==> src/ofq_pkg.sv <==
// Shared types and constants for the ordered-or-FIFO queue.
`timescale 1ns / 1ps
package ofq_pkg;

  localparam int KEY_W   = 32;
  localparam int HDL_W   = 32;
  localparam int CNT_W   = 6;
  localparam int ADDR_W  = 3;
  localparam int DATA_W  = 32;
  localparam int ENTRY_W = KEY_W + HDL_W;

  localparam logic [ADDR_W-3:0] REG_ORDERED_MODE = '0;

  typedef enum logic [1:0] {
    CMD_INSERT = 2'd0,
    CMD_REMOVE = 2'd1,
    CMD_PEEK   = 2'd2,
    CMD_CLEAR  = 2'd3
  } command_t;

  typedef enum logic [1:0] {
    ST_OK    = 2'd0,
    ST_EMPTY = 2'd1,
    ST_FULL  = 2'd2
  } status_t;

  typedef enum logic [2:0] {
    S_IDLE,
    S_DECODE,
    S_INSERT,
    S_HEAD,
    S_REPLY
  } state_t;

  typedef struct packed {
    command_t           command;
    logic [KEY_W-1:0]   item_key;
    logic [HDL_W-1:0]   item_handle;
  } req_beat_t;

  typedef struct packed {
    status_t            status;
    logic [HDL_W-1:0]   head_handle;
    logic [KEY_W-1:0]   head_key;
    logic [CNT_W-1:0]   entry_count;
  } rsp_beat_t;

  typedef struct packed {
    logic    load_item;
    logic    ins_start;
    logic    ins_step;
    logic    rd_head;
    logic    pop_head;
    logic    clear;
    logic    res_set;
    logic    res_head;
    status_t res_status;
    logic    load_result;
  } ctrl_cmd_t;

  typedef struct packed {
    command_t command;
    logic     full;
    logic     empty;
    logic     ins_done;
    logic     out_free;
  } dp_stat_t;

endpackage

==> src/ordered_or_fifo_queue.sv <==
// Top level of the ordered-or-FIFO queue with its register port.
//
//  channel  | handshake          | beat
//  ---------+--------------------+-----------------------------------------
//  request  | req_valid/ready    | command, item_key, item_handle
//  response | rsp_valid/ready    | status, head_handle, head_key, entry_count
//  config   | psel/penable/pready| ordered_mode at byte address 0
//
// One command at a time: accept, decode, work, reply. Clear and a full or empty
// reply go straight from decode to reply; in an ordered insert the single RAM
// read port walks the held entries once.
// A new request is taken while the last response still waits for rsp_ready.
// rst is synchronous; the entry RAM needs no clearing after reset.
`timescale 1ns / 1ps
module ordered_or_fifo_queue #(
  parameter int CAPACITY = 32
) (
  input  logic                        clk,
  input  logic                        rst,
  input  logic                        req_valid,
  output logic                        req_ready,
  input  ofq_pkg::req_beat_t          req,
  output logic                        rsp_valid,
  input  logic                        rsp_ready,
  output ofq_pkg::rsp_beat_t          rsp,
  input  logic                        psel,
  input  logic                        penable,
  input  logic                        pwrite,
  input  logic [ofq_pkg::ADDR_W-1:0]  paddr,
  input  logic [ofq_pkg::DATA_W-1:0]  pwdata,
  output logic [ofq_pkg::DATA_W-1:0]  prdata,
  output logic                        pready
);
  import ofq_pkg::*;

  logic      ordered_mode;
  logic      reg_hit;
  ctrl_cmd_t cmd;
  dp_stat_t  stat;

  assign pready  = 1'b1;
  assign reg_hit = (paddr[ADDR_W-1:2] == REG_ORDERED_MODE);
  assign prdata  = reg_hit ? {{(DATA_W - 1){1'b0}}, ordered_mode} : '0;

  always_ff @(posedge clk) begin
    if (rst) begin
      ordered_mode <= 1'b0;
    end else if (psel && penable && pwrite && pready && reg_hit) begin
      ordered_mode <= pwdata[0];
    end
  end

  ofq_controller u_ctrl (
    .clk      (clk),
    .rst      (rst),
    .req_valid(req_valid),
    .req_ready(req_ready),
    .stat     (stat),
    .cmd      (cmd)
  );

  ofq_datapath #(
    .CAPACITY(CAPACITY)
  ) u_dp (
    .clk         (clk),
    .rst         (rst),
    .ordered_mode(ordered_mode),
    .req         (req),
    .cmd         (cmd),
    .stat        (stat),
    .rsp_valid   (rsp_valid),
    .rsp_ready   (rsp_ready),
    .rsp         (rsp)
  );

endmodule

==> src/ofq_ram.sv <==
// Generic simple dual-port RAM with registered read.
`timescale 1ns / 1ps
module ofq_ram #(
  parameter int WIDTH = 64,
  parameter int DEPTH = 32
) (
  input  logic                     clk,
  input  logic                     we,
  input  logic [$clog2(DEPTH)-1:0] waddr,
  input  logic [WIDTH-1:0]         wdata,
  input  logic                     re,
  input  logic [$clog2(DEPTH)-1:0] raddr,
  output logic [WIDTH-1:0]         rdata
);

  logic [WIDTH-1:0] mem [DEPTH];

  always_ff @(posedge clk) begin
    if (we) begin
      mem[waddr] <= wdata;
    end
    if (re) begin
      rdata <= mem[raddr];
    end
  end

endmodule

==> src/ofq_datapath.sv <==
// Queue storage, pointers, insert shifter and result register.
`timescale 1ns / 1ps
module ofq_datapath #(
  parameter int CAPACITY = 32
) (
  input  logic                clk,
  input  logic                rst,
  input  logic                ordered_mode,
  input  ofq_pkg::req_beat_t  req,
  input  ofq_pkg::ctrl_cmd_t  cmd,
  output ofq_pkg::dp_stat_t   stat,
  output logic                rsp_valid,
  input  logic                rsp_ready,
  output ofq_pkg::rsp_beat_t  rsp
);
  import ofq_pkg::*;

  localparam int AW = $clog2(CAPACITY);
  localparam int CW = $clog2(CAPACITY + 1);

  function automatic logic [AW-1:0] ptr_inc(input logic [AW-1:0] p);
    ptr_inc = (p == AW'(CAPACITY - 1)) ? '0 : p + 1'b1;
  endfunction

  req_beat_t          item;
  logic [AW-1:0]      head;
  logic [CW-1:0]      count;
  logic [AW-1:0]      rd_ptr;
  logic [AW-1:0]      wr_ptr;
  logic [CW-1:0]      rd_left;
  logic               s1_valid;
  logic               found;
  logic [ENTRY_W-1:0] carry;
  status_t            res_status;
  logic [KEY_W-1:0]   res_key;
  logic [HDL_W-1:0]   res_handle;

  logic [AW:0]        tail_sum;
  logic [AW-1:0]      tail;
  logic               issue;
  logic               shift_wr;
  logic               final_wr;
  logic               ram_we;
  logic [AW-1:0]      ram_waddr;
  logic [ENTRY_W-1:0] ram_wdata;
  logic               ram_re;
  logic [AW-1:0]      ram_raddr;
  logic [ENTRY_W-1:0] ram_rdata;
  logic [ENTRY_W-1:0] new_entry;
  logic               greater;

  assign tail_sum  = {1'b0, head} + (AW + 1)'(count);
  assign tail      = (tail_sum >= (AW + 1)'(CAPACITY)) ? AW'(tail_sum - (AW + 1)'(CAPACITY))
                                                       : AW'(tail_sum);
  assign new_entry = {item.item_key, item.item_handle};
  assign greater   = ram_rdata[ENTRY_W-1 -: KEY_W] > item.item_key;

  assign issue     = cmd.ins_step && (rd_left != '0);
  assign shift_wr  = cmd.ins_step && s1_valid && (found || greater);
  assign final_wr  = cmd.ins_step && stat.ins_done;

  assign ram_we    = shift_wr || final_wr;
  assign ram_waddr = wr_ptr;
  assign ram_wdata = found ? carry : new_entry;
  assign ram_re    = issue || cmd.rd_head;
  assign ram_raddr = cmd.rd_head ? head : rd_ptr;

  assign stat.command  = item.command;
  assign stat.full     = (count == CW'(CAPACITY));
  assign stat.empty    = (count == '0);
  assign stat.ins_done = (rd_left == '0) && !s1_valid;
  assign stat.out_free = !rsp_valid || rsp_ready;

  ofq_ram #(
    .WIDTH(ENTRY_W),
    .DEPTH(CAPACITY)
  ) u_ram (
    .clk  (clk),
    .we   (ram_we),
    .waddr(ram_waddr),
    .wdata(ram_wdata),
    .re   (ram_re),
    .raddr(ram_raddr),
    .rdata(ram_rdata)
  );

  always_ff @(posedge clk) begin
    if (rst) begin
      head      <= '0;
      count     <= '0;
      rd_left   <= '0;
      s1_valid  <= 1'b0;
      found     <= 1'b0;
      rsp_valid <= 1'b0;
    end else begin
      if (cmd.ins_start) begin
        rd_ptr   <= head;
        wr_ptr   <= ordered_mode ? head : tail;
        rd_left  <= ordered_mode ? count : '0;
        s1_valid <= 1'b0;
        found    <= 1'b0;
      end else if (cmd.ins_step) begin
        s1_valid <= issue;
        if (issue) begin
          rd_ptr  <= ptr_inc(rd_ptr);
          rd_left <= rd_left - 1'b1;
        end
        if (s1_valid) begin
          wr_ptr <= ptr_inc(wr_ptr);
          if (found || greater) begin
            found <= 1'b1;
            carry <= ram_rdata;
          end
        end
        if (final_wr) begin
          count <= count + 1'b1;
        end
      end
      if (cmd.pop_head) begin
        head  <= ptr_inc(head);
        count <= count - 1'b1;
      end
      if (cmd.clear) begin
        count <= '0;
      end
      if (cmd.load_result) begin
        rsp_valid <= 1'b1;
      end else if (rsp_ready) begin
        rsp_valid <= 1'b0;
      end
    end
  end

  always_ff @(posedge clk) begin
    if (cmd.load_item) begin
      item <= req;
    end
    if (cmd.res_set) begin
      res_status <= cmd.res_status;
      res_key    <= cmd.res_head ? ram_rdata[ENTRY_W-1 -: KEY_W] : '0;
      res_handle <= cmd.res_head ? ram_rdata[HDL_W-1:0] : '0;
    end
    if (cmd.load_result) begin
      rsp.status      <= res_status;
      rsp.head_handle <= res_handle;
      rsp.head_key    <= res_key;
      rsp.entry_count <= CNT_W'(count);
    end
  end

endmodule

==> src/ofq_controller.sv <==
// Command sequencer for the ordered-or-FIFO queue.
`timescale 1ns / 1ps
module ofq_controller (
  input  logic               clk,
  input  logic               rst,
  input  logic               req_valid,
  output logic               req_ready,
  input  ofq_pkg::dp_stat_t  stat,
  output ofq_pkg::ctrl_cmd_t cmd
);
  import ofq_pkg::*;

  state_t state;
  state_t state_next;

  always_ff @(posedge clk) begin
    if (rst) begin
      state <= S_IDLE;
    end else begin
      state <= state_next;
    end
  end

  always_comb begin
    state_next     = state;
    cmd            = '0;
    cmd.res_status = ST_OK;
    req_ready      = 1'b0;
    case (state)
      S_IDLE: begin
        req_ready = 1'b1;
        if (req_valid) begin
          cmd.load_item = 1'b1;
          state_next    = S_DECODE;
        end
      end
      S_DECODE: begin
        case (stat.command)
          CMD_INSERT: begin
            if (stat.full) begin
              cmd.res_set    = 1'b1;
              cmd.res_status = ST_FULL;
              state_next     = S_REPLY;
            end else begin
              cmd.ins_start = 1'b1;
              state_next    = S_INSERT;
            end
          end
          CMD_REMOVE, CMD_PEEK: begin
            if (stat.empty) begin
              cmd.res_set    = 1'b1;
              cmd.res_status = ST_EMPTY;
              state_next     = S_REPLY;
            end else begin
              cmd.rd_head = 1'b1;
              state_next  = S_HEAD;
            end
          end
          CMD_CLEAR: begin
            cmd.clear   = 1'b1;
            cmd.res_set = 1'b1;
            state_next  = S_REPLY;
          end
          default: begin
            state_next = S_IDLE;
          end
        endcase
      end
      S_INSERT: begin
        cmd.ins_step = 1'b1;
        if (stat.ins_done) begin
          cmd.res_set = 1'b1;
          state_next  = S_REPLY;
        end
      end
      S_HEAD: begin
        cmd.res_set  = 1'b1;
        cmd.res_head = 1'b1;
        cmd.pop_head = (stat.command == CMD_REMOVE);
        state_next   = S_REPLY;
      end
      S_REPLY: begin
        if (stat.out_free) begin
          cmd.load_result = 1'b1;
          state_next      = S_IDLE;
        end
      end
      default: begin
        state_next = S_IDLE;
      end
    endcase
  end

endmodule

==> config.mk <==
export PLATFORM = sky130hd
export DESIGN_NAME = ordered_or_fifo_queue
export DESIGN_NICKNAME = d
export VERILOG_FILES = /design/src/ofq_pkg.sv /design/src/ordered_or_fifo_queue.sv /design/src/ofq_ram.sv /design/src/ofq_datapath.sv /design/src/ofq_controller.sv
export SDC_FILE = /design/constraint.sdc
export NUM_CORES = 2
export LEC_CHECK = 0
export BUFFER_PORTS_ARGS = -buffer_cell sky130_fd_sc_hd__buf_2
export CAP_MARGIN = 20
export CELL_PAD_IN_SITES_DETAIL_PLACEMENT = 1
export CELL_PAD_IN_SITES_GLOBAL_PLACEMENT = 2
export CORE_ASPECT_RATIO = 1.1
export CORE_MARGIN = 4
export CORE_UTILIZATION = 49
export CTS_CLUSTER_DIAMETER = 80
export DETAILED_ROUTE_END_ITERATION = 6
export PLACE_DENSITY_LB_ADDON = 0.1
export SLEW_MARGIN = 20
export SYNTH_ARGS = -nofsm -noshare
export SYNTH_HDL_FRONTEND = slang
export SYNTH_SLANG_ARGS = --single-unit
==> constraint.sdc <==
create_clock -name clk -period 23.4 [get_ports clk]
set_input_delay 4.68 -clock clk [delete_from_list [all_inputs] [get_ports clk]]
set_output_delay 4.68 -clock clk [all_outputs]
set_load 0.01 [all_outputs]
-- Yosys cells after proc, flatten, opt, wreduce, memory -nomap -nowiden
Memory sizes are Yosys's and may differ from the RTL's. A register that Yosys moved wholly into a read port is not among the register bits.
Cells that the tools add are included.
- bits in registers: 302
- memory bits (writable): 2048
- input port bits: 108
- output and inout port bits: 107
- logic and storage cells: 142
- memories kept: 1
- memory list (name ; words ; width ; rd ports ; clocked after Yosys merged registers in ; wr ports ; RTL line ; text):
    u_dp.u_ram.mem ; 32 ; 64 ; 1 ; 1 ; 1 ; ofq_ram.sv:16 ; logic [WIDTH-1:0] mem [DEPTH];
- add/sub/neg operators: 8
- order comparisons: 2
- equality and inequality tests: 15
- muxes and demuxes: 57
- bitwise gates (word level): 3
- reductions and logical operators: 35
- operators with widths (kind ; number):
    64-bit two-way mux ; 1
    5-bit two-way mux ; 12
    6-bit two-way mux ; 8
    32-bit greater-than comparator ; 1
    1-bit two-way mux ; 25
    5-bit by 1-bit adder with 5-bit output, second input constant ; 3
    5-bit equality test, second input constant ; 3
    3-bit two-way mux ; 5
    3-bit one-hot mux with 5 select lines ; 1
    3-bit AND reduction ; 5
    6-bit logical NOT ; 2
    2-bit nonzero test ; 6
    6-bit by 1-bit subtractor with 6-bit output, second input constant ; 2
    3-bit one-hot mux with 3 select lines ; 1
    1-bit logical AND ; 8
    5-bit by 6-bit adder with 6-bit output ; 1
    6-bit by 1-bit adder with 6-bit output, second input constant ; 1
    3-bit by 2-bit equality test with 1-bit output, second input constant ; 2
    6-bit equality test, second input constant ; 1
    6-bit greater-or-equal comparator, second input constant ; 1
    2-bit != test, second input constant ; 3
    1-bit one-hot mux with 3 select lines ; 2
    6-bit nonzero test ; 1
    2-bit OR reduction ; 3
    15 further kinds ; 22

-- Logic depth before layout (Yosys ltp)
- depth after elaboration: 7
- gate-level depth with buffers: 14

-- Cells and area by module
From an unflattened synthesis, not the netlist that was laid out.
- cell total of the unflattened synthesis: 3964
- area total of the unflattened synthesis: 92193.4 um^2
- by module, submodules not included (module ; times used ; cells an instance ; area each (um^2) ; seq. area each (um^2)):
    ofq_ram ; 1 ; 3096 ; 79605.1 ; 63420.8
    ofq_datapath ; 1 ; 782 ; 11945.2 ; 8748.4
    ofq_controller ; 1 ; 46 ; 334.1 ; 60.1
    ordered_or_fifo_queue ; 1 ; 40 ; 309.0 ; 20.0

-- Least setup slack after synthesis
No wires, ideal clock.
- path kind: input port to output port
- start: input port paddr[2] (netlist bit)
- end: output port prdata[0] (netlist bit)
- arrival: 4858 ps
- data required time: 18720 ps
- slack: 13862 ps
- stages: 1
- cells stage by stage: nor2b_1
- longest elaborated chain between the ends: 1
- ends and longest elaborated chain (what ; RTL line ; text):
    from (decl) ; ordered_or_fifo_queue.sv:29 ; input logic [ofq_pkg::ADDR_W-1:0] paddr,
    1-bit two-way mux ; ordered_or_fifo_queue.sv:43 ; assign prdata = reg_hit ? {{(DATA_W - 1){1'b0}}, ordered_mode} : '0;
    to (decl) ; ordered_or_fifo_queue.sv:31 ; output logic [ofq_pkg::DATA_W-1:0] prdata,
Every way passes these cells.

-- Final worst setup path
Ends and elaborated chain as after synthesis.

==> run metrics <==
run status completed; largest cells by area after synthesis edfxtp_1, nand2_1, mux2i_1; DR WL met2 146000 µm; WS Path Type primary input to output pin; GRT Residual Overflow 0; postcts setup bufs 0; cell area after layout 106000 µm²; Crit Path Max Fanout 2; drt initial violations 6495; Placed Cells 8776; Starting Density 49.4%; Max Used Layer met5; # resized after CTS 0; Non-Filler Instances 9229; nets 6632; Max stage delay cell, worst path buf_2; antenna viol nets, final 0; CTS Buffer Depth 3; largest net degree at the start of global routing 123; slowest stage delay, CP 0.14 ns; Cell Pwr Density 83.8 nW/µm²; leading area contributor after synthesis edfxtp_1; maximum clock rate 103 MHz; ys async rst share 0%; count of warnings emitted by yosys 0; commonest cells in the netlist edfxtp_1, nand2_1, nand3_1; Die ar. 200000 µm²; worst endpoint required time 18.72 ns; type of the most critical hold path register to register; Final Max Tran Viols 0; mapped cell area 94400 µm²; routed length per instance 32.9 µm; Final setup viols 0; Placed Area 98100 µm²; FP Rows 168; distinct cell type count after synthesis 70; relative slew slack 21.6%; Post-Route WL 304000 µm; Main synth FF type edfxtp_1; Final Cycle Share 41.4%; Tightest Pin Transition 1.15 ns; Startpoint Class primary input; Final min period 9.69 ns; number of CTS-inserted buffers 239; number of global-route vias before repair 58411; Cell Chain, Critical Path buf_2 > nor2b_1 > buf_2; initial antenna violation count 11; top-count cell post-synth edfxtp_1; cell family contributing the most delay on the critical path buffers and inverters; Vias per Instance 6.25; Clock Skews 0.0523 ns; average size of a mapped cell 14.9 µm²; Die Wd 427 µm; Arrival @ worst endpoint 5.01 ns; WP buf/inv 2; routed via count 57698; register area share after synthesis 76.5%; EDFF count, synth 2390; Power Total 0.00889 W; # hold bufs at CTS 0; clk root buf clkbuf_16; Buffers on Ports 149; metal3 WL 22800 µm; area delta synth->final 12.3%; #FFs+latches synth 2414; I/O pins 215; filler cell count 17904; global-route wire length before repair 429000 µm; Gate Count Post-Synth 6317; unrepaired setup endpoints after global routing no; Max rail drop VDD 0.0685 mV; Crit path top cell by count buf_2; DP HPWL 156000 µm; worst skew pair latency 0.90 ns; fraction of layout cells with a size suffix above 1 11.6%; setup TNS 0 ns; GP Congestion 0.802; clk slew on worst S/H paths 0.06 ns; core area 191000 µm²; chip height 468 µm; post-synth top area share 76.0%; CTS tree done; CTS sink count 2414; TritonRoute pass-1 iters 6; GRT Total Usage 30.1%; Setup crit end kind output pin; leakage 35.6 nW; final hold vios 0; drt drc 0; met1 wire length 125000 µm; Max Cap Viol 0; H-tree levels 4
worst reg2reg max path: stages (launching register included):
cell	delay, ns
dfxtp_1	0.42
or3_1	0.54
o21ai_4	0.67
mux2i_4	0.35
buf_4	0.80
buf_4	0.85
buf_4	0.91
nand2_1	0.17
and3_1	0.20
a311oi_1	0.27
a31oi_1	0.09
a221oi_1	0.42
path summary, 6_finish.rpt:
path,slack (ns),cells after the start,startpoint,end
worst min-delay path,0.42,0,u_dp.res_handle[19],u_dp.rsp[57]
worst min register to register,0.42,0,u_dp.res_handle[19],u_dp.rsp[57]
worst max register to register,17.50,11,u_dp.count[0],u_dp.u_ram.rdata[19]
worst max-delay path,13.71,3,paddr[2],prdata[0]
cells by family after synthesis:
group	after synthesis	share of synthesized area [%]
AO/OA/AOI/OAI	784	5.77
XOR/XNOR	15	0.139
AND/OR/NAND/NOR	2182	10.1
other	2	0.00795
buffers and inverters	475	2.43
multiplexers	389	4.25
adder cells (fa/ha/maj)	56	0.758
flip-flops	2414	76.5
placed cells by master, fill, tap and decap left out, types with 62 or more instances in the layout:
master,n
a21oi_1,173
edfxtp_1,2390
a31oi_1,94
nand2_1,1413
and2_1,67
buf_4,146
a311oi_1,62
mux2i_1,341
nand3_1,376
and3_1,104
a32oi_1,121
clkbuf_16,239
buf_2,149
registers in the layout, summed over array words and instances (netlist names):
register,flops
u_dp.u_ram.mem,2048
u_dp.rsp,72
u_dp.carry,64
u_dp.item,64
u_dp.u_ram.rdata,64
u_dp.res_handle,32
u_dp.res_key,32
u_dp.count,6
u_dp.rd_left,6
u_dp.head,5
u_dp.ram_waddr,5
u_dp.rd_ptr,5
u_ctrl.state,3
u_dp.res_status,2
u_dp.stat,2
ordered_mode,1
u_dp.found,1
u_dp.rsp_valid,1
u_dp.s1_valid,1
metrics by stage:
step	utilization, %	hold slack, ns	setup WS [ns]
after floorplan	-	0.400	13.86
after global placement	51.4	0.400	13.69
after detailed placement	51.4	0.406	13.71
after CTS	55.4	0.420	13.71
after global routing	55.5	0.426	13.68
final	55.5	0.416	13.71
power breakdown:
group / internal (W) / switching (W)
Combinational: 0.0000635 / 0.000212
Sequential: 0.00480 / 0.0000116
Clock: 0.00214 / 0.00166
Total: 0.00700 / 0.00188
metal layers:
layer	up-vias	track usage (%)
met4	4	9.65
met2	2410	49.3
met1	30601	42.2
met5	-	0
met3	449	4.16
li1	24234	-
area by class of cell:
cell class	instances	area [µm²]	share of cell area [%]
well taps	2550	3190	3.01
clock inverters	146	1470	1.39
flip-flops and latches	2414	72300	68.2
diodes	6	15.0	0.0142
clock buffers	300	6210	5.86
repair buffers	308	2080	1.96
multi-input cells	3458	20600	19.5
inverters	47	176	0.166
Note: power is estimated with default switching activity, not from simulation.
